## src/sv/dchl_pkg.sv

```systemverilog
package dchl_pkg;

    // default table shape
    localparam int MODULES_DEF = 4;
    localparam int LAYERS_DEF  = 6;

    // angles in 1/64 degree
    localparam int FULL_TURN    = 23040;
    localparam int HALF_TURN    = 11520;
    localparam int QUARTER_TURN = 5760;

    localparam int CORDIC_STEPS = 16;
    localparam int CORDIC_START = 39797;
    localparam int ROOT_STEPS   = 17;
    localparam int DIV_STEPS    = 8;

    // cordic datapath widths
    localparam int XW = 19;
    localparam int ZW = 24;

    typedef enum logic {
        FUNC_LOAD = 1'b0,
        FUNC_HIT  = 1'b1
    } func_t;

    typedef struct packed {
        logic [15:0]        pitch;
        logic signed [13:0] wangle;
        logic [7:0]         central;
        logic [7:0]         count;
    } geom_t;

    typedef struct packed {
        logic signed [XW-1:0] x;
        logic signed [XW-1:0] y;
        logic signed [ZW-1:0] z;
    } rot_t;

    typedef struct packed {
        logic signed [ZW-1:0] z;
        logic                 neg;
    } red_t;

    typedef struct packed {
        logic [33:0] rem;
        logic [33:0] root;
    } root_t;

    typedef struct packed {
        logic [7:0]  quot;
        logic [40:0] rem;
    } div_t;

    // arctangent of 2^-i in 1/16384 degree
    function automatic logic signed [ZW-1:0] atan_step(input int step);
        case (step)
            0:       return 24'sd737280;
            1:       return 24'sd435242;
            2:       return 24'sd229970;
            3:       return 24'sd116736;
            4:       return 24'sd58595;
            5:       return 24'sd29326;
            6:       return 24'sd14667;
            7:       return 24'sd7334;
            8:       return 24'sd3667;
            9:       return 24'sd1833;
            10:      return 24'sd917;
            11:      return 24'sd458;
            12:      return 24'sd229;
            13:      return 24'sd115;
            14:      return 24'sd57;
            default: return 24'sd29;
        endcase
    endfunction

    // fold an angle into [-90,90] degrees, scaled for the cordic accumulator
    function automatic red_t angle_reduce(input logic signed [16:0] ang);
        logic signed [17:0] a;
        red_t               res;
        a = 18'(ang);
        res.neg = 1'b0;
        if (a < 0) begin
            a = a + 18'(FULL_TURN);
        end else if (a >= 18'(FULL_TURN)) begin
            a = a - 18'(FULL_TURN);
        end
        if (a > 18'(HALF_TURN)) begin
            a = a - 18'(FULL_TURN);
        end
        if (a > 18'(QUARTER_TURN)) begin
            a = a - 18'(HALF_TURN);
            res.neg = 1'b1;
        end else if (a < -18'(QUARTER_TURN)) begin
            a = a + 18'(HALF_TURN);
            res.neg = 1'b1;
        end
        res.z = ZW'(a) <<< 8;
        return res;
    endfunction

    // clamp to +-1.0 in q16 and apply the half-turn sign
    function automatic logic signed [17:0] clamp_q16(input logic signed [XW-1:0] v,
                                                     input logic neg);
        logic signed [17:0] c;
        if (v > XW'(65536)) begin
            c = 18'sd65536;
        end else if (v < -XW'(65536)) begin
            c = -18'sd65536;
        end else begin
            c = 18'(v);
        end
        return neg ? -c : c;
    endfunction

endpackage

```

## src/sv/dchl_root_cell.sv

```systemverilog
module dchl_root_cell #(
    parameter int STEP = 0
) (
    input  logic            clk,
    input  logic            en,
    input  dchl_pkg::root_t root_in,
    output dchl_pkg::root_t root_out
);
    import dchl_pkg::*;

    localparam logic [33:0] BIT = 34'(1) << (32 - 2 * STEP);

    root_t       root_next;
    root_t       root_reg;
    logic [33:0] trial;

    // one bit of the digit-by-digit square root
    always_comb
    begin
        trial = root_in.root + BIT;
        if (root_in.rem >= trial)
        begin
            root_next.rem  = root_in.rem - trial;
            root_next.root = (root_in.root >> 1) + BIT;
        end
        else
        begin
            root_next.rem  = root_in.rem;
            root_next.root = root_in.root >> 1;
        end
    end

    always_ff @(posedge clk)
    begin
        if (en)
        begin
            root_reg <= root_next;
        end
    end

    assign root_out = root_reg;

endmodule

```

## config.mk

```make
export PLATFORM = sky130hd
export DESIGN_NAME = dchl_root_cell
export DESIGN_NICKNAME = d
export VERILOG_FILES = /design/src/sv/dchl_pkg.sv /design/src/sv/dchl_root_cell.sv
export SDC_FILE = /design/constraint.sdc
export NUM_CORES = 1
export LEC_CHECK = 0
export BUFFER_PORTS_ARGS = -buffer_cell sky130_fd_sc_hd__buf_2
export CELL_PAD_IN_SITES_DETAIL_PLACEMENT = 0
export CELL_PAD_IN_SITES_GLOBAL_PLACEMENT = 1
export CORE_MARGIN = 2
export CORE_UTILIZATION = 43
export DETAILED_ROUTE_END_ITERATION = 8
export PLACE_DENSITY = 0.91
export SLEW_MARGIN = 10
export SYNTH_ARGS = -nofsm -noshare
export SYNTH_HDL_FRONTEND = slang
export SYNTH_SLANG_ARGS = --single-unit
```

## constraint.sdc

```tcl
create_clock -name clk -period 8.24 [get_ports clk]
set_clock_uncertainty 0.1 [all_clocks]
set_input_delay 0.412 -clock clk [delete_from_list [all_inputs] [get_ports clk]]
set_output_delay 0.412 -clock clk [all_outputs]
set_load 0.01 [all_outputs]
```

==> results.cfg <==
[run_status]
outcome = complete, no violations

[worst_setup_path]
cp.arrival_ns = 3.53
endpoint_kind = flop
critPathLaunchType = input port
startpoint = root_in[23]
critPathMaxFanout = 19
endpoint = root_out[37]
crit_type = input port to flop
cp.required_ns = 8.25

[finish]
nNetsFinal = 651
drive_gt1_share_pct = 34.1
syn2layout_area_growth_pct = 20.9
largest_reg_flops = 68
diodes = 0

[drt]
drc = 0
wire_per_inst_um = 14.6
vias = 3529
initialDrtViolationCount = 253
top_layer = met4
vias_per_cell = 5.14
first_pass_iters = 6
totalWireLength_um = 10100
ant_nets = 0
met3_length_um = 586
route.met2.wl_um = 4580
wl_met1_um = 4740

[synthesis]
synth_common_cells = 68 x edfxtp_1, 38 x inv_1, 34 x ha_1, 30 x a21oi_1, 26 x mux2_4
syn-num-nets = 513
syn-instance-count = 408
ys.flop_type = edfxtp_1
yosysTopAreaCell = edfxtp_1
seq_area_frac_synth_pct = 44.6
async_reset_ff_share_pct = 0
synth-seq-cells = 68
yosysUniqueCellTypes = 50
synth_area_um2 = 4580
synth-edff-count = 68
ys_warn_count = 0
synth_top_cell_area_share_pct = 44.6
yosysMostFrequentCell = edfxtp_1
synthTopCellsByArea = edfxtp_1 45%, ha_1 9.3%, mux2_4 8.5%, xnor2_1 4.0%, a21oi_1 3.3%
avgSynthCellArea_um2 = 11.2

[power]
power.density_nw_per_um2 = 181
ir_drop_mv = 0.0675
p_leak_nw = 2.53

[timing]
fin_ws_ns = 4.72
rsz0062_at_grt = no
setup_tns_ns = 0
fin_crit_ns = 3.52
slew_violations = 0
hold_viol_final = 0
max_freq_mhz = 284
whs_ns = 0.140
setup_viol = 0
fin_crit_sh_pct = 42.7
slew_headroom_pct = 39.2
worst_pin_slew_ns = 0.907

[cts]
cts.repair.resized = 0
hold_buffers = 0
clockBufferDepth = 2
htree_levels = 3
post-cts-setup-buffers = 0
cts_buffers = 9
cts_tree = done
cts_root_buffer = clkbuf_8
clock-sinks = 68
clk_pin_slew_ns = 0.07

[placed_design]
dpl.hpwl_um = 7820
gp_congestion = 0.877
portBuffers = 137
place_ws_ns = 4.33

[floorplanning]
die_h_um = 107
dieWidth_um = 107
rows = 37
coreArea_um2 = 10300
die-area_um2 = 11500
ios = 138
start_util_pct = 44.3

[global_route]
grt_max_degree = 69
antenna_found_initial = 0
grt_overflow = 0
grt_usage_pct = 18.2
grt_pass1_vias = 3473
grt_pass1_wl_um = 16500

[hold_path]
hp-class = input port to flop

[flow_run]
timing.max_cap.violations = 0
-- kinds of logic (layout without fill, tap and decap cells) --
logic type | after synthesis | count (layout) | share of synthesized area, %
fa+ha+maj | 35 | 35 | 9.73
buf+inv | 50 | 193 | 4.59
flops | 68 | 68 | 44.6
mux | 34 | 34 | 10.4
xor+xnor | 31 | 31 | 5.93
compound gates | 101 | 101 | 15.1
simple gates | 89 | 89 | 9.62
-- how the worst min path moves through the flow --
stage | start | end | slack [ns] | depth (start not counted)
detailed placement | root_in[11] | root_out[10] | 0.50 | 1
CTS | root_in[5] | root_out[4] | 0.13 | 1
floorplan | root_in[1] | root_out[0] | 0.41 | 0
finish | root_in[5] | root_out[4] | 0.14 | 1
global route | root_in[1] | root_out[0] | 0.13 | 1
global placement | root_in[26] | root_out[25] | 0.50 | 1
-- cell usage in the layout (no fill, tap or decap), types with 6 or more instances in the layout --
cell and instances:
o21ai_0 14, ha_1 34, a21o_1 15, clkbuf_8 9, nor2_1 18, buf_2 137
inv_1 38, edfxtp_1 68, xor2_1 10, a21oi_1 30, nand4_1 8, a211oi_1 6
nand2_1 25, mux2_4 26, xnor2_1 21, mux2_2 6, nor3_1 8, nand3_1 8
and2_1 6
-- per-stage QoR --
stage                     total power, mW  cells  utilization [%]  instance area (um2)
after CTS                            1.01    687             53.6                 5530
after floorplan                     0.679    408                -                 4580
after detailed placement            0.779    671             52.1                 5380
after global routing                 1.06    687             53.6                 5530
final                                1.00    687             53.6                 5530
after global placement              0.773    671             52.1                 5380
-- cell type report --
| cell class | instances | area (um2) |
|---|---|---|
| Inverter | 38 | 143 |
| Clock buffer | 12 | 135 |
| Tap cell | 136 | 170 |
| Sequential cell | 68 | 2040 |
| Clock inverter | 4 | 16.3 |
| Fill cell | 938 | 4790 |
| Multi-Input combinational cell | 290 | 2330 |
| Timing Repair Buffer | 139 | 701 |
-- worst max-delay path, cell delays in order --
cell and delay [ns]:
buf_2 0.09, inv_1 0.04, ha_1 0.35, a21o_1 0.27
a21oi_1 0.10, o21bai_1 0.18, a211oi_1 0.11, o21ai_0 0.24
a21boi_1 0.14, o211ai_4 0.75, buf_4 0.44, mux2_2 0.38
-- routing by layer --
metal,vias to the layer above,track usage (%)
li1,1791,-
met1,1614,25.4
met4,0,6.31
met2,113,28.2
met3,11,3.65
met5,-,0
-- where the power goes --
| part | internal (mW) | switching (mW) |
|---|---|---|
| Combinational | 0.157 | 0.172 |
| Clock | 0.106 | 0.123 |
| Sequential | 0.433 | 0.00917 |
No activity file was read; power rests on OpenSTA's default activity.
