File: src/sv/dchl_pkg.sv
package dchl_pkg;

    // default table shape
    localparam int MODULES_DEF = 4;
    localparam int LAYERS_DEF  = 6;

    // angles in 1/64 degree
    localparam int FULL_TURN    = 23040;
    localparam int HALF_TURN    = 11520;
    localparam int QUARTER_TURN = 5760;

    localparam int CORDIC_STEPS = 16;
    localparam int CORDIC_START = 39797;
    localparam int ROOT_STEPS   = 17;
    localparam int DIV_STEPS    = 8;

    // cordic datapath widths
    localparam int XW = 19;
    localparam int ZW = 24;

    typedef enum logic {
        FUNC_LOAD = 1'b0,
        FUNC_HIT  = 1'b1
    } func_t;

    typedef struct packed {
        logic [15:0]        pitch;
        logic signed [13:0] wangle;
        logic [7:0]         central;
        logic [7:0]         count;
    } geom_t;

    typedef struct packed {
        logic signed [XW-1:0] x;
        logic signed [XW-1:0] y;
        logic signed [ZW-1:0] z;
    } rot_t;

    typedef struct packed {
        logic signed [ZW-1:0] z;
        logic                 neg;
    } red_t;

    typedef struct packed {
        logic [33:0] rem;
        logic [33:0] root;
    } root_t;

    typedef struct packed {
        logic [7:0]  quot;
        logic [40:0] rem;
    } div_t;

    // arctangent of 2^-i in 1/16384 degree
    function automatic logic signed [ZW-1:0] atan_step(input int step);
        case (step)
            0:       return 24'sd737280;
            1:       return 24'sd435242;
            2:       return 24'sd229970;
            3:       return 24'sd116736;
            4:       return 24'sd58595;
            5:       return 24'sd29326;
            6:       return 24'sd14667;
            7:       return 24'sd7334;
            8:       return 24'sd3667;
            9:       return 24'sd1833;
            10:      return 24'sd917;
            11:      return 24'sd458;
            12:      return 24'sd229;
            13:      return 24'sd115;
            14:      return 24'sd57;
            default: return 24'sd29;
        endcase
    endfunction

    // fold an angle into [-90,90] degrees, scaled for the cordic accumulator
    function automatic red_t angle_reduce(input logic signed [16:0] ang);
        logic signed [17:0] a;
        red_t               res;
        a = 18'(ang);
        res.neg = 1'b0;
        if (a < 0) begin
            a = a + 18'(FULL_TURN);
        end else if (a >= 18'(FULL_TURN)) begin
            a = a - 18'(FULL_TURN);
        end
        if (a > 18'(HALF_TURN)) begin
            a = a - 18'(FULL_TURN);
        end
        if (a > 18'(QUARTER_TURN)) begin
            a = a - 18'(HALF_TURN);
            res.neg = 1'b1;
        end else if (a < -18'(QUARTER_TURN)) begin
            a = a + 18'(HALF_TURN);
            res.neg = 1'b1;
        end
        res.z = ZW'(a) <<< 8;
        return res;
    endfunction

    // clamp to +-1.0 in q16 and apply the half-turn sign
    function automatic logic signed [17:0] clamp_q16(input logic signed [XW-1:0] v,
                                                     input logic neg);
        logic signed [17:0] c;
        if (v > XW'(65536)) begin
            c = 18'sd65536;
        end else if (v < -XW'(65536)) begin
            c = -18'sd65536;
        end else begin
            c = 18'(v);
        end
        return neg ? -c : c;
    endfunction

endpackage

File: src/sv/dchl_div_cell.sv
module dchl_div_cell #(
    parameter int STEP = 0
) (
    input  logic           clk,
    input  logic           en,
    input  logic [15:0]    pitch,
    input  dchl_pkg::div_t div_in,
    output dchl_pkg::div_t div_out
);
    import dchl_pkg::*;

    localparam int SHIFT = 16 + DIV_STEPS - 1 - STEP;

    div_t        div_next;
    div_t        div_reg;
    logic [40:0] dvs;

    // one restoring quotient bit, msb first
    always_comb
    begin
        dvs = 41'(pitch) << SHIFT;
        if (div_in.rem >= dvs)
        begin
            div_next.rem  = div_in.rem - dvs;
            div_next.quot = {div_in.quot[6:0], 1'b1};
        end
        else
        begin
            div_next.rem  = div_in.rem;
            div_next.quot = {div_in.quot[6:0], 1'b0};
        end
    end

    always_ff @(posedge clk)
    begin
        if (en)
        begin
            div_reg <= div_next;
        end
    end

    assign div_out = div_reg;

endmodule
File: config.mk
export PLATFORM = sky130hd
export DESIGN_NAME = dchl_div_cell
export DESIGN_NICKNAME = d
export VERILOG_FILES = /design/src/sv/dchl_pkg.sv /design/src/sv/dchl_div_cell.sv
export SDC_FILE = /design/constraint.sdc
export NUM_CORES = 1
export LEC_CHECK = 0
export ABC_AREA = 1
export BUFFER_PORTS_ARGS = -buffer_cell sky130_fd_sc_hd__buf_2
export CORE_AREA = 2 2 109 79
export DETAILED_ROUTE_END_ITERATION = 10
export DIE_AREA = 0 0 111 81
export PLACE_DENSITY = 0.75
export SLEW_MARGIN = 30
export SYNTH_ARGS = -nofsm -noshare
export SYNTH_HDL_FRONTEND = slang
export SYNTH_SLANG_ARGS = --single-unit
export TNS_END_PERCENT = 50
File: constraint.sdc
create_clock -name clk -period 1.8 [get_ports clk]
set_input_delay 0.18 -clock clk [delete_from_list [all_inputs] [get_ports clk]]
set_output_delay 0.18 -clock clk [all_outputs]
set_load 0.005 [all_outputs]
==> results.py <==
metrics = {
    "status": {
        "status": "finished, final reports clean",
    },
    "route": {
        "vias": 2819,
        "drc": 0,
        "routedWlPerCell_um": 12.5,
        "antenna_left": 0,
        "initialDrtViolationCount": 139,
        "routed_wl_mm": 7.81,
        "via_per_inst": 4.50,
        "drt_pass1_iterations": 6,
    },
    "timing": {
        "final_hold_viol_count": 0,
        "finalMaxSlewViolations": 0,
        "worst_slew_pin_slew_ns": 0.370,
        "worst_slack_ns": 0.154,
        "rsz0062_at_grt": "no",
        "layout_min_cycle_time_ns": 1.65,
        "slew-limit-headroom_pct": 75.3,
        "final-setup-viol-count": 0,
        "fmax_mhz": 607,
        "finalCritPeriodShare_pct": 91.5,
    },
    "clocking": {
        "h-tree-depth": 2,
        "cts_resized": 0,
        "cts_tree": "built",
        "ctsHoldBuffers": 0,
        "root_buffer": "clkbuf_16",
        "clk_pin_slew_ns": 0.07,
        "cts_buffers": 5,
        "cts.sinks": 49,
        "cts_buffer_depth": 2,
        "postCtsSetupRepairBufs": 0,
    },
    "floorplanning": {
        "dieWidth_um": 111,
        "die_h_um": 81,
        "rows": 28,
        "die_area_um2": 8990,
        "core_um2": 8090,
        "ios": 116,
        "initial_core_util_pct": 38.5,
    },
    "cells_and_area": {
        "drive_gt1_share_pct": 38.2,
        "n_fill_cell": 785,
        "n_antenna_cell": 0,
        "largest_register_ffs": 49,
        "area_growth_pct": 37.5,
        "nets": 604,
        "final_area_um2": 4290,
    },
    "power_and_ir_drop": {
        "power_mw": 3.28,
        "powerDensity_nw_per_um2": 765,
        "irDropWorstVdd_mv": 0.466,
        "p_leak_nw": 2.25,
    },
    "synthesis": {
        "synth_cells": 358,
        "synth_enable_flop_cells": 49,
        "syn-num-nets": 442,
        "synth_cell_types": 26,
        "syn_area_per_cell_um2": 8.71,
        "yosysWarningCount": 0,
        "yosys_register_bits": 49,
        "synth_area_um2": 3120,
        "yosysSeqAreaShare_pct": 47.2,
        "ys_async_sr_fraction_pct": 0,
        "ys.flop_type": "edfxtp_1",
    },
    "critical_path": {
        "crit_path_start_kind": "input port",
        "arrival_ns": 1.70,
        "critPathRequiredTime_ns": 1.85,
        "critPathKind": "in2reg",
        "setup.worst_path.end_class": "flip-flop",
        "crit_path_max_fanout": 20,
    },
    "global_routing": {
        "grt_pass1_wl_mm": 12.6,
        "grt_max_degree": 38,
        "grt-ovfl-total": 0,
        "antenna_found_initial": 0,
        "grtUsageTotal_pct": 17.6,
        "grt_pass1_vias": 2686,
    },
    "worst_hold_path": {
        "holdCritPathClass": "in2reg",
    },
    "placed_design": {
        "hpwl_mm": 6.35,
        "placed_cell_area_um2": 4140,
        "pre_cts_ws_ns": -0.142,
        "gp_congestion": 0.827,
        "port-buffer-count": 114,
    },
    "job": {
        "cap_viol_max_count": 0,
    },
}
-- report_power, final --
group / internal [mW] / switching (mW)
logic: 0.417 / 0.469
clock network: 0.525 / 0.438
registers: 1.40 / 0.0255
total: 2.35 / 0.933
-- final timing paths --
| kind | slack [ns] | cells past startpoint | end | from |
|---|---|---|---|---|
| worst max-delay path | 0.15 | 14 | div_out[28] | pitch[5] |
| worst min-delay path | 0.07 | 1 | div_out[43] | div_in[42] |
-- worst max-delay path, stage by stage --
cell     delay [ns]
buf_2          0.08
inv_1          0.03
ha_1           0.36
nand2_2        0.13
inv_1          0.05
nand2_1        0.07
nand2_1        0.07
nand2_1        0.06
nand3_1        0.12
nand2_2        0.13
nand3_4        0.09
buf_12         0.17
nand2_1        0.09
o21ai_2        0.06
-- stage by stage --
stage          instances  hold WS (ns)  util, %  TNS (ns)
2_1_floorplan        358         0.279        -         0
3_3_place_gp         618         0.359     51.1     -1.22
3_5_place_dp         618         0.358     51.1     -2.23
4_1_cts              626        0.0602     53.0         0
5_1_grt              626        0.0517     53.0         0
6_report             626        0.0667     53.0         0
-- synthesized netlist by cell type (6+ instances only) --
master	count	area (um2)
nand4_1	8	50.1
ha_1	16	200
nor3_1	6	30.0
nor2_1	23	86.3
xor2_1	7	61.3
nand2_1	101	379
inv_1	75	282
a21oi_1	11	55.1
nand3_1	16	80.1
nand3_2	7	70.1
edfxtp_1	49	1470
nand2_2	7	43.8
o21ai_2	9	78.8
-- cells in the final DEF (no fill, tap or decap), drive strengths merged --
cell,instances
nor2,28
nand3,25
xnor2,2
a21oi,12
clkbuf,5
clkinvlp,2
nor3,6
buf,157
edfxtp,49
o21ai,12
ha,16
or2,1
and2,2
nand2,108
inv,77
nand4,8
nand3b,3
fa,1
xor2,7
-- logic make-up (layout without fill, tap and decap cells) --
| family | count (synthesis) | count (layout) | synth area share (%) |
|---|---|---|---|
| xor gates and xnor gates | 9 | 9 | 2.53 |
| and+or+nand+nor | 181 | 181 | 27.6 |
| buffers and inverters | 78 | 241 | 10.3 |
| AOI/OAI and AO/OA | 24 | 24 | 5.30 |
| DFF | 49 | 49 | 47.2 |
| adders and majority gates | 17 | 17 | 7.06 |
-- layout make-up --
class / count / area (um2) / area share (%)
repair buffers: 157 / 918 / 21.4
well taps: 105 / 131 / 3.06
clock buffers: 5 / 125 / 2.92
inverters: 76 / 285 / 6.66
flip-flops and latches: 49 / 1470 / 34.3
clock inverters: 3 / 26.3 / 0.613
multi-input cells: 231 / 1330 / 31.0
-- layer usage --
layer | track usage, % | share of wire [%] | vias to the layer above
met1 | 23.4 | 47 | 1249
met3 | 4.63 | 7.3 | 5
met4 | 3.50 | 0.56 | 0
li1 | - | - | 1468
met5 | 0 | 0 | -
met2 | 29.6 | 45 | 97
(Power assumes the default switching activity.)
