[src/sv/dchl_ram.sv]
module dchl_ram #(
    parameter int WIDTH  = 46,
    parameter int DEPTH  = 24,
    parameter int ADDR_W = (DEPTH > 1) ? $clog2(DEPTH) : 1
) (
    input  logic              clk,
    input  logic              wr_en,
    input  logic [ADDR_W-1:0] wr_addr,
    input  logic [WIDTH-1:0]  wr_data,
    input  logic              rd_en,
    input  logic [ADDR_W-1:0] rd_addr,
    output logic [WIDTH-1:0]  rd_data
);

    logic [WIDTH-1:0] mem [DEPTH];
    logic [WIDTH-1:0] rd_data_reg;

    always_ff @(posedge clk)
    begin
        if (wr_en)
        begin
            mem[wr_addr] <= wr_data;
        end
        if (rd_en)
        begin
            rd_data_reg <= mem[rd_addr];
        end
    end

    assign rd_data = rd_data_reg;

endmodule

[config.mk]
export PLATFORM = sky130hd
export DESIGN_NAME = dchl_ram
export DESIGN_NICKNAME = d
export VERILOG_FILES = /design/src/sv/dchl_ram.sv
export SDC_FILE = /design/constraint.sdc
export NUM_CORES = 1
export LEC_CHECK = 0
export BUFFER_PORTS_ARGS = -buffer_cell sky130_fd_sc_hd__buf_2
export CORE_MARGIN = 1
export CORE_UTILIZATION = 37
export DETAILED_ROUTE_END_ITERATION = 8
export MAX_ROUTING_LAYER = met4
export PLACE_DENSITY_LB_ADDON = 0.2
export REMOVE_ABC_BUFFERS = 1
export SLEW_MARGIN = 0
export SYNTH_ARGS = -nofsm -noshare
export SYNTH_HDL_FRONTEND = slang
export SYNTH_SLANG_ARGS = --single-unit
[constraint.sdc]
create_clock -name clk -period 5.85 [get_ports clk]
set_input_delay 0 -clock clk [delete_from_list [all_inputs] [get_ports clk]]
set_output_delay 0 -clock clk [all_outputs]
set_load 0.05 [all_outputs]
==> impl_results.md, run 1 <==
* Outcome: complete, no violations
* Multi-input gate area at 8960 um^2
* Period minus WS final at 2440 ps
* Pwr/cell area at 344 nW/um^2
* RSZ-0062 raised after global routing: no
* # port buffers at 104
* # H-tree levels at 3
* Final GP Congestion at 0.739
* Antenna violations before repair at 7
* Worst rel slew slack at 0.145
* CTS resizes at 0
* Hold Path Depth at 1
* Mean post-synth cell area at 19.8 um^2
* Crit start category: input port
* Worst Path Arrival at 2860 ps
* CP endpoint kind: flop
* Global Route Usage Sum at 0.190
* Count of pins over their slew limit at 0
* Worst Path Required at 6270 ps
* Vias in the first global route at 22,400
* Share of layout cells above drive strength 1 at 0.194
* Final non-filler cell total at 4,028
* EDFF count, synth at 1,150
* Yosys warnings at 0
* First-pass GRT wire length at 160 mm
* Period utilisation layout at 0.417
* Die height at 346 um
* #FFs+latches synth at 1,150
* Clock Skews at 31.8 ps
* Pleak at 0.0167 uW
* Per-cell routed wire length at 27.6 um
* Ys async rst share at 0
* Final #Nets at 2,464
* Synth Flop Type: edfxtp_1
* Seq/Total Area, Yosys at 0.787
* Most common cell after layout, fill and taps aside: edfxtp_1
* Clk_lat worst skew at 700 ps
* Maxcap violations at 0
* Vias per Instance at 5.40
* Reg area at 34,500 um^2
* Crit-path max cell delay at 1010 ps
* Core Region at 117,000 um^2
* Crit-path max FO at 51
* Critical path depth at 7
* Starting DRC count in detailed routing at 1,852
* Reg2reg path depth at 4
* Final Hold Viols at 0
* Critical path class: in -> reg
* # IOs at 105
* DIE AREA at 120,000 um^2
* Clk buf depth at 3
* Cell family with most CP delay: simple AND/OR/NAND/NOR gates
* Mapped Cells at 2,213
* Min-Delay Path Class: in -> reg
* Worst path slowest cell: nor2b_4
* DRC Markers at 0
* Via count at 21,800
* Starting Density at 0.376
* Worst-path clk slew at 60 ps
* DR pass1 iterations at 5
* Measured slew at the worst slew-check pin at 1280 ps
* Area grow syn2layout at 15.0%
* Root Driver: clkbuf_16
* Post-route ant nets at 0
* Max FFs per register at 1,104
* FMAX at 410 MHz
* Die width at 346 um
* Post-CTS Setup Bufs at 0
* Sink Count at 1,150
* HPWL Detailed at 58.0 mm
* Cell Chain, Critical Path: dlygate4sd3_1, buf_6, nor2b_4, buf_12, a22oi_1, nand4_1, nand3_1
* Grt total ovfl at 0
* Largest net degree at the start of global routing at 93
* Cts hold-fix bufs at 47
* Row count at 125
* Setup_tns at 0 ps
* Routed WL at 111 mm
* Num CTS Buffers at 117
* Synth cell types at 25
* Commonest cells after routing, fill and taps aside: 1,150 x edfxtp_1, 346 x mux2i_1, 140 x nand2_1
* CTS tree: yes
* Synth Cell Area at 43,900 um^2
* Cells after DPL at 3,763
* VDD IR-drop max at 0.000283 V
* # setup viols final at 0
* Buf/Inv on CP at 3
* # fillers at 10,000
==> where the power goes <==
group | switching, uW | total [uW] | internal (uW)
registers | 45.1 | 9250 | 9200
clock network | 3070 | 7180 | 4100
logic | 639 | 940 | 301
==> cell type report <==
cell class	instances	area share
Tap cell	1524	0.0378
Clock inverter	72	0.0119
Clock buffer	140	0.0601
Sequential cell	1150	0.684
Inverter	1	0.0000992
Multi-Input combinational cell	941	0.177
Antenna cell	6	0.000297
Timing Repair Buffer	194	0.0282
==> stage by stage <==
step	setup WS [ps]	power, uW	hold WS, ps	instance area [um^2]	utilization
3_5_place_dp	3060	10400	464	46400	0.397
3_3_place_gp	3080	10300	447	46400	0.397
6_report	3410	17400	50.6	50500	0.432
4_1_cts	3450	17500	34.8	50500	0.432
2_1_floorplan	2010	9860	98.9	43300	-
5_1_grt	3360	17900	56.4	50500	0.432
==> final timing paths <==
kind | from | end | slack [ps]
min reg2reg | mem[4][8] | rd_data[8] | 700
min | rd_en | rd_data[32] | 50
max | rd_addr[2] | rd_data[15] | 3410
max reg2reg | mem[22][32] | rd_data[32] | 4220
==> layer usage <==
layer,vias to the layer above,share of wire,global-route usage
li1,9394,-,-
met3,174,0.047,0.0267
met5,-,0,-
met1,11600,0.43,0.248
met4,0,0.027,0.0552
met2,580,0.49,0.310
==> synthesized netlist by cell type, types with 3 or more instances <==
cell      number  area share
mux2_2        46       0.012
edfxtp_1    1150        0.79
mux2i_1      346       0.079
nand2_1      140       0.012
clkbuf_1      49      0.0042
nor2b_1        3     0.00043
a221oi_1      11      0.0022
nand3b_1       4     0.00068
buf_1         13      0.0011
nor2_1        28      0.0024
mux4_2       103       0.053
buf_2         42      0.0048
a22oi_1      116       0.020
buf_6          3     0.00077
buf_4         11      0.0019
o21ai_0       11      0.0013
nand4_1       46      0.0066
nand3_1       82      0.0094
==> cells by family after synthesis <==
family / share of synthesized area
simple gates: 0.0322
flops: 0.787
compound gates: 0.0233
mux: 0.144
buf+inv: 0.0140
Note: power is estimated with default switching activity, not from simulation.
==> run 2, diff against run 1 <==
clock period = 2 ns   (was 5.85 ns; I/O delays follow)
==> run 2 against run 1 <==
Net effect: critical path depth is 3 lower; clock skew is 3.9 ps higher; via count is 2.3% higher; non-clock buffer count is 79 higher; global-route usage is 0.67 points higher; worst setup slack worse by 3000 ps; first-iteration DRC count is 13% higher; sequential cell count stayed put; utilization is 1.2 points higher; sequential power grew to 2.9 times the previous value; routed wire length is 3.4% higher; critical endpoint is now rd_data[1]; largest power group unchanged; highest routed layer unchanged.
==> impl_results.md, run 2 (synthesis gave the netlist of run 1 again) <==
* Crit-path max FO at 1 (-98%)
* Switching power at 10,900 uW (+190%)
* Pleak at 0.0173 uW (+3.6%)
* CTS tree: yes
* Commonest cells after routing, fill and taps aside: 1,150 x edfxtp_1, 346 x mux2i_1, 140 x nand2_1
* Core Region at 117,000 um^2 (unchanged)
* Pwr/cell area at 986 nW/um^2 (+190%)
* Antenna violations before repair at 10 (+3)
* # H-tree levels at 3 (unchanged)
* Part of the power in the clock network at 0.415 (+0.002)
* Dpl ws at 119 ps (-2940 ps)
* Final Worst Setup Slack at 382 ps (-3030 ps)
* DR pass1 iterations at 5 (unchanged)
* Starting Density at 0.376 (unchanged)
* Reg2reg path depth at 4 (unchanged)
* Die height at 346 um (unchanged)
* Row count at 125 (unchanged)
* Worst rel slew slack at 0.471 (+0.326)
* # port buffers at 104 (unchanged)
* DIE AREA at 120,000 um^2 (unchanged)
* Largest net degree at the start of global routing at 47 (-49%)
* Period utilisation layout at 0.809
* Clk buf depth at 3 (unchanged)
* Routed WL at 115 mm (+3.4%)
* Part of the power in registers at 0.529 (-0.004)
* CP endpoint kind: flop
* Sink Count at 1,150 (unchanged)
* Final instance area at 51,800 um^2 (+2.7%)
* Post-route ant nets at 0 (unchanged)
* Final #Nets at 2,542 (+3.2%)
* DRC Markers at 0 (unchanged)
* Per-cell routed wire length at 28.0 um (+1.2%)
* Vias in the first global route at 22,700 (+1.0%)
* Worst Path Required at 2410 ps (-3860 ps)
* Overall power at 51,100 uW (+190%)
* Area grow syn2layout at 18.1%
* RSZ-0062 raised after global routing: no
* Crit start category: flop
* HPWL Detailed at 61.3 mm (+5.7%)
* Crit path launch: mem[21][1]
* Grt total ovfl at 0 (unchanged)
* Vias per Instance at 5.40 (about the same)
* Outcome: complete, no violations
* Reg2Reg Capture Point: rd_data[1]
* CTS resizes at 0 (unchanged)
* Root Driver: clkbuf_16
* Via count at 22,200 (+2.3%)
* Min-Delay Path Class: in -> reg
* Final GP Congestion at 0.742 (+0.41%)
* Max FFs per register at 1,104 (unchanged)
* VDD IR-drop max at 0.000739 V (+160%)
* Global Route Usage Sum at 0.197 (+0.00669)
* Share of layout cells above drive strength 1 at 0.218 (+0.0234)
* Worst-path clk slew at 60 ps (about the same)
* Final Hold Viols at 0 (unchanged)
* Die width at 346 um (unchanged)
* Clock Skews at 35.7 ps (+3.92 ps)
* Reg2reg start: mem[21][1]
* R2R Setup Slk at 380 ps (-3840 ps)
* Critical path class: reg -> reg
* # fillers at 9,986 (-0.34%)
* Num CTS Buffers at 116 (-0.85%)
* Maxcap violations at 0 (unchanged)
* Period minus WS final at 1620 ps
* Net Sw Frac at 0.213 (-0.00296)
* First-pass GRT wire length at 164 mm (+2.7%)
* Count of pins over their slew limit at 0 (unchanged)
* Reg area at 34,500 um^2 (unchanged)
* Worst Setup EP: rd_data[1]
* Clk_lat worst skew at 700 ps (about the same)
* Internal power at 40,200 uW (+200%)
* Multi-input gate area at 8960 um^2 (unchanged)
* Measured slew at the worst slew-check pin at 793 ps (-486 ps)
* FMAX at 618 MHz
* # setup viols final at 0 (unchanged)
* Combinational share of power at 0.056 (+0.002)
* Starting DRC count in detailed routing at 2,088 (+13%)
* Setup_tns at 0 ps (unchanged)
* Most common cell after layout, fill and taps aside: edfxtp_1
* # IOs at 105 (unchanged)
* Worst Path Arrival at 2030 ps (-830 ps)
* Placed cell areas at 47,600 um^2 (+2.6%)
-- run 2: cell types whose count changed in the layout (fill, tap and decap cells not counted), moves of 2 or more --
cell           previous run  this run
buf_12                    7        59
buf_4                    38        62
clkbuf_1                 22        25
clkbuf_16               118       121
clkinv_1                 34        36
clkinv_2                 22        24
diode_2                   6         9
dlygate4sd3_1            47        50
inv_6                     4         1
-- run 2: how the worst min path moves through the flow --
stage,cells after the start,startpoint,endpoint
after floorplan,0,wr_data[0],mem[0][0]
after global placement,1,wr_data[41],mem[22][41]
after detailed placement,1,wr_data[0],mem[6][0]
after CTS,4,rd_addr[2],rd_data[10]
after global routing,4,rd_addr[2],rd_data[10]
final,4,rd_addr[2],rd_data[10]
-- run 2: what timing repair did --
item                       CTS  global route
hold buffers                50             0
setup buffers                0             0
hold endpoints to repair  1120             0
-- run 2: power by group through the flow --
stage               clock (uW)  combinational [uW]  sequential, uW
finish                   21200                2860           27000
detailed placement           0                2810           27600
floorplan                    0                1030           27800
global placement             0                2760           27500
CTS                      21600                2910           27100
global route             22500                3060           27100
-- run 2: layout make-up --
type | count | share of cell area
Antenna cell | 9 | 0.000435
Tap cell | 1524 | 0.0368
Clock inverter | 72 | 0.0117
Inverter | 1 | 0.0000966
Timing Repair Buffer | 273 | 0.0516
Sequential cell | 1150 | 0.666
Multi-Input combinational cell | 941 | 0.173
Clock buffer | 146 | 0.0602
-- run 2: worst max-delay path, stage by stage (launching register included) --
cell	delay [ps]
edfxtp_1	370
mux4_2	500
mux2_2	280
nand2_1	70
nand3_1	120
-- run 2: per-stage QoR --
stage | hold slack, ps | utilization | std cells
floorplan | 98.9 | - | 2092
finish | 25.4 | 0.444 | 4116
detailed placement | 438 | 0.407 | 3839
CTS | 4.31 | 0.443 | 4107
global route | 37.6 | 0.444 | 4116
global placement | 427 | 0.407 | 3839
-- run 2: layer usage --
layer,part of all wire,global-route usage
met4,0.021,0.0466
met5,0,-
met1,0.45,0.267
met2,0.48,0.311
met3,0.053,0.0321
