<file path="src/sv/dchl_pkg.sv">
package dchl_pkg;

    // default table shape
    localparam int MODULES_DEF = 4;
    localparam int LAYERS_DEF  = 6;

    // angles in 1/64 degree
    localparam int FULL_TURN    = 23040;
    localparam int HALF_TURN    = 11520;
    localparam int QUARTER_TURN = 5760;

    localparam int CORDIC_STEPS = 16;
    localparam int CORDIC_START = 39797;
    localparam int ROOT_STEPS   = 17;
    localparam int DIV_STEPS    = 8;

    // cordic datapath widths
    localparam int XW = 19;
    localparam int ZW = 24;

    typedef enum logic {
        FUNC_LOAD = 1'b0,
        FUNC_HIT  = 1'b1
    } func_t;

    typedef struct packed {
        logic [15:0]        pitch;
        logic signed [13:0] wangle;
        logic [7:0]         central;
        logic [7:0]         count;
    } geom_t;

    typedef struct packed {
        logic signed [XW-1:0] x;
        logic signed [XW-1:0] y;
        logic signed [ZW-1:0] z;
    } rot_t;

    typedef struct packed {
        logic signed [ZW-1:0] z;
        logic                 neg;
    } red_t;

    typedef struct packed {
        logic [33:0] rem;
        logic [33:0] root;
    } root_t;

    typedef struct packed {
        logic [7:0]  quot;
        logic [40:0] rem;
    } div_t;

    // arctangent of 2^-i in 1/16384 degree
    function automatic logic signed [ZW-1:0] atan_step(input int step);
        case (step)
            0:       return 24'sd737280;
            1:       return 24'sd435242;
            2:       return 24'sd229970;
            3:       return 24'sd116736;
            4:       return 24'sd58595;
            5:       return 24'sd29326;
            6:       return 24'sd14667;
            7:       return 24'sd7334;
            8:       return 24'sd3667;
            9:       return 24'sd1833;
            10:      return 24'sd917;
            11:      return 24'sd458;
            12:      return 24'sd229;
            13:      return 24'sd115;
            14:      return 24'sd57;
            default: return 24'sd29;
        endcase
    endfunction

    // fold an angle into [-90,90] degrees, scaled for the cordic accumulator
    function automatic red_t angle_reduce(input logic signed [16:0] ang);
        logic signed [17:0] a;
        red_t               res;
        a = 18'(ang);
        res.neg = 1'b0;
        if (a < 0) begin
            a = a + 18'(FULL_TURN);
        end else if (a >= 18'(FULL_TURN)) begin
            a = a - 18'(FULL_TURN);
        end
        if (a > 18'(HALF_TURN)) begin
            a = a - 18'(FULL_TURN);
        end
        if (a > 18'(QUARTER_TURN)) begin
            a = a - 18'(HALF_TURN);
            res.neg = 1'b1;
        end else if (a < -18'(QUARTER_TURN)) begin
            a = a + 18'(HALF_TURN);
            res.neg = 1'b1;
        end
        res.z = ZW'(a) <<< 8;
        return res;
    endfunction

    // clamp to +-1.0 in q16 and apply the half-turn sign
    function automatic logic signed [17:0] clamp_q16(input logic signed [XW-1:0] v,
                                                     input logic neg);
        logic signed [17:0] c;
        if (v > XW'(65536)) begin
            c = 18'sd65536;
        end else if (v < -XW'(65536)) begin
            c = -18'sd65536;
        end else begin
            c = 18'(v);
        end
        return neg ? -c : c;
    endfunction

endpackage

</file>
<file path="src/sv/dchl_cordic_cell.sv">
module dchl_cordic_cell #(
    parameter int STEP = 0
) (
    input  logic           clk,
    input  logic           en,
    input  dchl_pkg::rot_t rot_in,
    output dchl_pkg::rot_t rot_out
);
    import dchl_pkg::*;

    rot_t                 rot_next;
    rot_t                 rot_reg;
    logic signed [XW-1:0] dx;
    logic signed [XW-1:0] dy;

    // one micro-rotation, direction from the residual angle sign
    always_comb
    begin
        dx = rot_in.y >>> STEP;
        dy = rot_in.x >>> STEP;
        if (!rot_in.z[ZW-1])
        begin
            rot_next.x = rot_in.x - dx;
            rot_next.y = rot_in.y + dy;
            rot_next.z = rot_in.z - atan_step(STEP);
        end
        else
        begin
            rot_next.x = rot_in.x + dx;
            rot_next.y = rot_in.y - dy;
            rot_next.z = rot_in.z + atan_step(STEP);
        end
    end

    always_ff @(posedge clk)
    begin
        if (en)
        begin
            rot_reg <= rot_next;
        end
    end

    assign rot_out = rot_reg;

endmodule

</file>
<file path="config.mk">
export PLATFORM = sky130hd
export DESIGN_NAME = dchl_cordic_cell
export DESIGN_NICKNAME = d
export VERILOG_FILES = /design/src/sv/dchl_pkg.sv /design/src/sv/dchl_cordic_cell.sv
export SDC_FILE = /design/constraint.sdc
export NUM_CORES = 1
export LEC_CHECK = 0
export BUFFER_PORTS_ARGS = -buffer_cell sky130_fd_sc_hd__clkbuf_2
export CORE_MARGIN = 4
export CORE_UTILIZATION = 25
export DETAILED_ROUTE_END_ITERATION = 8
export PLACE_DENSITY = 0.44
export SKIP_LAST_GASP = 1
export SYNTH_ARGS = -nofsm -noshare
export SYNTH_HDL_FRONTEND = slang
export SYNTH_SLANG_ARGS = --single-unit
</file>
<file path="constraint.sdc">
create_clock -name clk -period 3.8 [get_ports clk]
set_clock_uncertainty 0.05 [all_clocks]
set_input_delay 0.19 -clock clk [delete_from_list [all_inputs] [get_ports clk]]
set_output_delay 0.19 -clock clk [all_outputs]
set_load 0.01 [all_outputs]
</file>
==> results of run 1 <==
==> layer usage <==
metal | vias to the layer above | wire, microns
met5 | - | 0
met4 | 0 | 218
met3 | 14 | 966
met2 | 158 | 6510
met1 | 2011 | 7120
li1 | 2152 | -
==> logic make-up after synthesis <==
group,after synthesis
xor gates and xnor gates,42
and+or+nand+nor,108
AOI/OAI and AO/OA,160
buffers and inverters,82
muxes,6
DFF,61
adders and majority gates,66
==> report_power, final <==
group | internal, mW | switching [mW]
sequential | 0.874 | 0.0271
combinational | 0.309 | 0.472
clock | 0.436 | 0.270
==> stage by stage <==
step	hold WS [ns]	power, mW
2_1_floorplan	0.239	1.39
3_3_place_gp	0.317	1.68
3_5_place_dp	0.319	1.69
4_1_cts	0.00144	2.42
5_1_grt	0.0000435	2.54
6_report	0.00890	2.39
==> worst paths after layout <==
| check | from | endpoint | cells after the start |
|---|---|---|---|
| min | rot_in[12] | rot_out[12]$_DFFE_PP_ | 1 |
| max | rot_in[27] | rot_out[40]$_DFFE_PP_ | 10 |
==> critical path, cell delays in order <==
cell      delay (ns)
clkbuf_2        0.10
inv_1           0.04
ha_1            0.51
and2b_1         0.24
o311ai_1        0.30
nand3b_1        0.18
a21oi_1         0.24
o221ai_1        0.29
a211oi_1        0.40
xor2_1          0.10
==> repair_timing <==
action	in CTS	in global routing
resized for setup	0	0
hold buffers	13	0
endpoints found under the hold margin	13	0
==> placed cells by master, fill, tap and decap left out, drive strengths merged, types with 5 or more instances in the layout <==
master / netlist / routed
a211oi: 12 / 12
a21o: 13 / 13
a21oi: 50 / 50
a31oi: 5 / 5
clkbuf: 15 / 136
clkinv: 1 / 5
dlygate4sd3: 0 / 13
edfxtp: 61 / 61
ha: 62 / 62
inv: 56 / 56
mux2i: 5 / 5
nand2: 27 / 27
nand4: 5 / 5
nor2: 31 / 31
nor2b: 8 / 8
nor3: 11 / 11
nor4: 5 / 5
o211ai: 9 / 9
o21a: 5 / 5
o21ai: 29 / 29
xnor2: 28 / 28
xor2: 14 / 14
==> area by class of cell <==
type                            instances  area (sq um)  share of cell area, %
Clock buffer                           11           233                   3.67
Inverter                               57           216                   3.41
Sequential cell                        61          1830                   28.9
Timing Repair Buffer                  142           786                   12.4
Tap cell                              265           332                   5.23
Clock inverter                          5          27.5                  0.434
Multi-Input combinational cell        382          2920                   46.0
==> reports/metrics.yaml, run 1 <==
status: "completed"
async_flop_share_pct: 0
finalSetupViolations: 0
cts_buffer_depth: 2
synth_mux_area_share_pct: 1.21
num_vias: 4335
cts-root-buf: "clkbuf_16"
grt-ovfl-total: 0
antenna_found_initial: 0
antenna_cells: 0
fin_util_pct: 32.2
syn_inst: 525
die_w_microns: 151
htree_levels: 3
drt_pass1_iterations: 4
maxCapViolCount: 0
grt_pass1_wl_microns: 23400
dp_hpwl_microns: 11900
synth_xor_area_share_pct: 7.24
largest_reg_flops: 61
drt_iter0_drc: 250
slew_headroom_pct: 46.3
wl_per_cell_microns: 16.1
yosysTopAreaCell: "edfxtp_1"
nets: 783
ys_seq_area_share_pct: 36.1
yosys.area_share.simple_pct: 10.5
cts_sinks: 61
cts_tree: "yes"
fin_crit_sh_pct: 68.2
core-area_sq_um: 19700
layout_setup_ws_ns: 1.21
ys_ff_latch: 61
cts_buffers: 9
start_util_pct: 25.8
synth_top_family_by_area: "compound AO/OA/AOI/OAI gates"
remaining_drc_errors: 0
required_ns: 3.81
synth_common_cells: "62 x ha_1, 61 x edfxtp_1, 55 x inv_1"
instances_no_fill: 923
dieArea_sq_um: 22700
cp_data_arrival_time_ns: 2.60
startpoint_type: "primary input"
dp_slack_ns: 0.902
synth_area_per_cell_sq_um: 9.67
grt_setup_unrepaired: "false"
yosys.cell_count.top_type: "ha_1"
clk_pin_slew_ns: 0.05
synth_compound_area_share_pct: 21.7
synth_edf_count: 61
critPathMaxFanout: 11
ys_warn_count: 0
postCtsSetupRepairBufs: 0
drt-vias-per-instance: 4.70
ir_drop_mv: 0.166
synth.area.top_cells: "edfxtp_1 36%, ha_1 15%, a21oi_1 4.9%, xnor2_1 4.8%, inv_1 4.1%"
drive_gt1_share_pct: 24.3
top_usage_layer: "met2"
power_leakage_nw: 2.83
ys.flop_type: "edfxtp_1"
fmax_mhz: 386
dpl-instance-area_sq_um: 5950
cp-end-kind: "flop"
rows: 51
finalSetupTns_ns: 0
syn-num-nets: 655
grt.total_usage_pct: 13.0
totalWireLength_microns: 14800
die_height_microns: 151
p_per_area_nw_per_um2: 376
portBuffers: 125
placed_cells: 894
use_met2_pct: 20.0
yosysTopAreaCellShare_pct: 36.1
grt_pass1_vias: 4397
slew_viol_final: 0
grt_max_degree: 51
finalInstanceArea_sq_um: 6340
period_needed_ns: 2.59
grt_util_met3_pct: 2.35
ant_nets: 0
io_pins: 126
global_route.usage.met1_pct: 18.6
ys_types: 66
crit_type: "primary input to flop"
num-fill-cells: 2068
hp-class: "primary input to flop"
tightest_slew_ns: 0.806
syn_to_final_growth_pct: 25.0
gp_congestion: 0.868
syn_area_sq_um: 5080
synthAdderAreaFrac_pct: 16.9
hold_viol: 0
Power figures use the tool's default switching activity.
==> run 2: changes to the inputs <==
==> constraint.sdc (replaced) <==
create_clock -name clk -period 2.4 [get_ports clk]
set_clock_uncertainty 0.05 [all_clocks]
set_input_delay 0.12 -clock clk [delete_from_list [all_inputs] [get_ports clk]]
set_output_delay 0.12 -clock clk [all_outputs]
set_load 0.01 [all_outputs]
==> run 2 against run 1 <==
Clock-buffer cell count fell by 2; core utilization rose by 4.0 points; global-route usage rose by 0.51 points; die area did not move; combinational power rose by 84%; first-iteration DRC count fell by 2.4%; sequential cell count did not move; final cell count rose by 9.3%; power rose by 72%.
==> reports/metrics.yaml, run 2 (same netlist as run 1, synthesis figures left out) <==
dp_hpwl_microns: 13000
grt_pass1_wl_microns: 24100
cts_tree: "yes"
finalSetupTns_ns: 0
grt.total_usage_pct: 13.5
grt-ovfl-total: 0
cp_data_arrival_time_ns: 2.40
start_util_pct: 25.8
p_per_area_nw_per_um2: 576
grt_setup_unrepaired: "true"
cts_buffers: 9
core-area_sq_um: 19700
largest_reg_flops: 61
antenna_cells: 0
gp_congestion: 0.863
cp_slowest_stage_delay_ns: 0.39
fmax_mhz: 420
cts-root-buf: "clkbuf_16"
fin_crit_sh_pct: 99.1
cts_buffer_depth: 2
remaining_drc_errors: 0
totalWireLength_microns: 15600
num_vias: 4593
ant_nets: 0
final_common_cell: "clkbuf_2"
p_seq_share_pct: 34.8
grt_max_degree: 62
crit_type: "primary input to flop"
dieArea_sq_um: 22700
grt_pass1_vias: 4578
tightest_slew_ns: 0.502
crit_start: "rot_in[43]"
cp-end-kind: "flop"
power_switching_share_pct: 31.1
slowest_stage: "or3_4"
maxCapViolCount: 0
ir_drop_mv: 0.255
num-fill-cells: 2017
syn_to_final_growth_pct: 40.3
antenna_found_initial: 0
drive_gt1_share_pct: 34.3
dpl-instance-area_sq_um: 6610
hp-class: "primary input to flop"
die_height_microns: 151
status: "completed"
seq_area_sq_um: 1830
period_needed_ns: 2.38
finalPower_mw: 4.11
p_switching_mw: 1.28
clk_pin_slew_ns: 0.05
fin_util_pct: 36.1
drt_iter0_drc: 244
drt_pass1_iterations: 4
critPathMaxFanout: 2
htree_levels: 3
startpoint_type: "primary input"
multi_input_area_sq_um: 2980
p_int_mw: 2.83
crit_chain: "buf_8, ha_4, fa_2, nor3b_4, or3_4, a2111oi_4, nor2_2, a221oi_2, mux2i_1, xnor2_1"
hold_viol: 0
nets: 869
cts_sinks: 61
drt-vias-per-instance: 4.55
wl_per_cell_microns: 15.4
fin_hold_ws_ns: 0.0340
finalSetupViolations: 0
final_cell_mix: "123 x clkbuf_2, 87 x buf_4, 61 x ha_1, 61 x edfxtp_1, 55 x inv_1"
rows: 51
power_leakage_nw: 3.28
crit_path_end: "rot_out[57]$_DFFE_PP_"
io_pins: 126
die_w_microns: 151
slew_viol_final: 0
slew_headroom_pct: 66.5
combPwrFrac_pct: 35.1
clkPwrFrac_pct: 30.1
required_ns: 2.42
portBuffers: 125
finalInstanceArea_sq_um: 7130
## run 2: worst max-delay path: cells and delay by family
family | cells | cell delay, ns
xor+xnor | 1 | 0.14
fa+ha+maj | 2 | 0.53
compound gates | 2 | 0.70
mux | 1 | 0.14
buf+inv | 1 | 0.10
simple gates | 3 | 0.66
## run 2: per-layer routing
layer  vias to the layer above  routed length, microns  GRT usage, %
met1                      2148                    7660          19.3
met2                       110                    6940          20.9
met5                         -                       0             0
met3                        11                     807          2.23
met4                         0                     170          4.12
li1                       2324                       -             -
## run 2: worst min-delay path by stage
stage | from | to | depth (start not counted)
after floorplan | rot_in[0] | rot_out[0]$_DFFE_PP_ | 0
after detailed placement | rot_in[8] | rot_out[8]$_DFFE_PP_ | 1
after global placement | rot_in[6] | rot_out[6]$_DFFE_PP_ | 1
final | rot_in[14] | rot_out[14]$_DFFE_PP_ | 2
after global routing | rot_in[14] | rot_out[14]$_DFFE_PP_ | 2
after CTS | rot_in[14] | rot_out[14]$_DFFE_PP_ | 2
## run 2: stage by stage
| stage | setup slack [ns] | instances |
|---|---|---|
| 4_1_cts | 0.000822 | 1008 |
| 5_1_grt | -0.0731 | 1009 |
| 2_1_floorplan | 0.00442 | 525 |
| 3_3_place_gp | -0.348 | 978 |
| 3_5_place_dp | -0.353 | 978 |
| 6_report | 0.0214 | 1009 |
## run 2: power by group through the flow
stage / Clock (mW) / Sequential, mW / Combinational [mW]
final: 1.24 / 1.43 / 1.44
after global routing: 1.33 / 1.45 / 1.59
after CTS: 1.28 / 1.44 / 1.43
after detailed placement: 0 / 1.46 / 1.41
after global placement: 0 / 1.45 / 1.40
after floorplan: 0 / 1.53 / 0.677
## run 2: timing repair
| item | CTS | global route |
|---|---|---|
| hold buffers | 14 | 0 |
| setup endpoints to repair | 0 | 9 |
| setup buffers | 0 | 1 |
| endpoints found under the hold margin | 14 | 0 |
| gates resized for setup | 0 | 20 |
## run 2: layout make-up
cell class              count  share of cell area, %
repair buffers            228                   20.7
well taps                 265                   4.65
inverters                  57                   3.06
clock inverters             7                  0.913
multi-input cells         382                   41.8
clock buffers               9                   3.16
flip-flops and latches     61                   25.7
==> run 3: changes to the inputs <==
--- a/config.mk
+++ b/config.mk
@@ -7,9 +7,10 @@
 export LEC_CHECK = 0
 export BUFFER_PORTS_ARGS = -buffer_cell sky130_fd_sc_hd__clkbuf_2
 export CORE_MARGIN = 4
-export CORE_UTILIZATION = 25
+export CORE_UTILIZATION = 45
 export DETAILED_ROUTE_END_ITERATION = 8
-export PLACE_DENSITY = 0.44
+export PLACE_DENSITY = 0.69
+export REMOVE_ABC_BUFFERS = 1
 export SKIP_LAST_GASP = 1
 export SYNTH_ARGS = -nofsm -noshare
 export SYNTH_HDL_FRONTEND = slang
==> run 3 against run 2 <==
Critical path depth stayed put; wire length is 6.7% lower; final area decreased by 2.5%; final cell count decreased by 12%; largest cell class unchanged; sequential share of layout area up 0.65 points; highest routed layer unchanged; fmax is 2.1% higher; clock power fell by 15%; non-clock buffer count is 9 higher.
==> reports/metrics.yaml, run 3 (same netlist as run 1, synthesis figures left out) <==
drt_iter0_drc: 330
period_needed_ns: 2.33
instances_no_fill: 892
crit_type: "primary input to flop"
largest_reg_flops: 61
cp_data_arrival_time_ns: 2.34
die_w_microns: 114
cts_sinks: 61
syn_to_final_growth_pct: 36.9
hp-class: "primary input to flop"
final_common_cell: "clkbuf_2"
status: "completed"
fin_hold_ws_ns: 0.0472
hold_viol: 0
ir_drop_mv: 0.556
p_switching_mw: 1.22
finalInstanceArea_sq_um: 6950
dp_slack_ns: -0.378
cts_buffers: 9
critPathMaxFanout: 3
power_switching_share_pct: 31.0
placed_cells: 862
ant_nets: 0
finalSetupTns_ns: 0
slew_headroom_pct: 50.7
power_leakage_nw: 3.29
cp-end-kind: "flop"
cts_tree: "yes"
fmax_mhz: 429
gp_congestion: 0.956
dieArea_sq_um: 13000
wl_per_cell_microns: 16.3
dpl-instance-area_sq_um: 6500
dp_hpwl_microns: 11900
cts-root-buf: "clkbuf_16"
grt.total_usage_pct: 22.4
totalWireLength_microns: 14500
grt_max_degree: 62
cts_buffer_depth: 2
drive_gt1_share_pct: 34.2
required_ns: 2.41
p_int_mw: 2.71
grt_setup_unrepaired: "true"
combPwrFrac_pct: 36.6
die_height_microns: 114
finalSetupViolations: 0
clkPwrFrac_pct: 27.0
grt_pass1_wl_microns: 23400
nets: 878
startpoint_type: "primary input"
clk_pin_slew_ns: 0.05
layout_setup_ws_ns: 0.0698
p_seq_share_pct: 36.4
slew_viol_final: 0
io_pins: 126
core-area_sq_um: 10900
grt-ovfl-total: 0
tightest_slew_ns: 0.740
antenna_found_initial: 0
grt_pass1_vias: 4648
p_per_area_nw_per_um2: 566
final_cell_mix: "123 x clkbuf_2, 100 x buf_4, 61 x edfxtp_1"
htree_levels: 3
num_vias: 4791
start_util_pct: 46.4
num-fill-cells: 924
rows: 38
maxCapViolCount: 0
drt-vias-per-instance: 5.37
remaining_drc_errors: 0
drt_pass1_iterations: 7
portBuffers: 125
fin_crit_sh_pct: 97.1
antenna_cells: 0
==> run 3: cell types whose count changed in the layout (fill, tap and decap cells not counted), moves of 2 or more <==
cell | before | now
a311oi_1 | 0 | 2
a2111oi_0 | 0 | 2
clkinv_2 | 3 | 1
clkbuf_1 | 0 | 2
a2111oi_2 | 2 | 0
buf_4 | 87 | 100
clkinv_1 | 2 | 4
buf_12 | 2 | 0
a311oi_2 | 2 | 0
==> run 3: final cells by class <==
cell class                      instances  area (sq um)  area share (%)
Sequential cell                        61          1830            26.4
Timing Repair Buffer                  237          1510            21.7
Multi-Input combinational cell        382          2970            42.8
Inverter                               57           216            3.11
Clock inverter                          4          16.3           0.234
Clock buffer                           11           233            3.35
Tap cell                              140           175            2.52
==> run 3: metal layers <==
metal / vias up / track usage (%) / part of all wire (%)
li1: 2350 / - / -
met1: 2235 / 32.2 / 46
met2: 197 / 35.7 / 46
met3: 9 / 3.65 / 7.3
met4: 0 / 4.91 / 0.79
met5: - / 0 / 0
==> run 3: final timing paths <==
check,startpoint,depth (start not counted),slack (ns),to
setup / recovery,rot_in[43],10,0.07,rot_out[38]$_DFFE_PP_
hold / removal,rot_in[14],2,0.05,rot_out[14]$_DFFE_PP_
==> run 3: worst max-delay path, stage by stage <==
cell and delay, ns:
buf_4 0.13, ha_4 0.17, fa_2 0.38, nor3b_4 0.17, or3_4 0.34, a2111oi_4 0.40, nor2_2 0.08, a221oi_2 0.28
a21oi_1 0.12, xnor2_1 0.15
==> run 3: through the flow <==
| step | util, % | total power [mW] |
|---|---|---|
| 6_report | 63.6 | 3.94 |
| 5_1_grt | 63.6 | 4.16 |
| 4_1_cts | 63.0 | 3.93 |
| 3_5_place_dp | 59.4 | 2.85 |
| 3_3_place_gp | 59.4 | 2.83 |
| 2_1_floorplan | - | 2.18 |
==> run 3: power by group through the flow <==
| stage | combinational, mW | clock, mW | sequential (mW) |
|---|---|---|---|
| 4_1_cts | 1.42 | 1.08 | 1.43 |
| 3_3_place_gp | 1.38 | 0 | 1.45 |
| 2_1_floorplan | 0.650 | 0 | 1.53 |
| 5_1_grt | 1.57 | 1.14 | 1.45 |
| 6_report | 1.44 | 1.06 | 1.43 |
| 3_5_place_dp | 1.40 | 0 | 1.45 |
==> run 3: timing repair <==
action,in CTS,in global routing
pin swaps,2,8
setup endpoints to repair,2,8
gates resized for setup,1,13
setup buffers,0,1
hold endpoints to repair,14,0
hold buffers,14,0
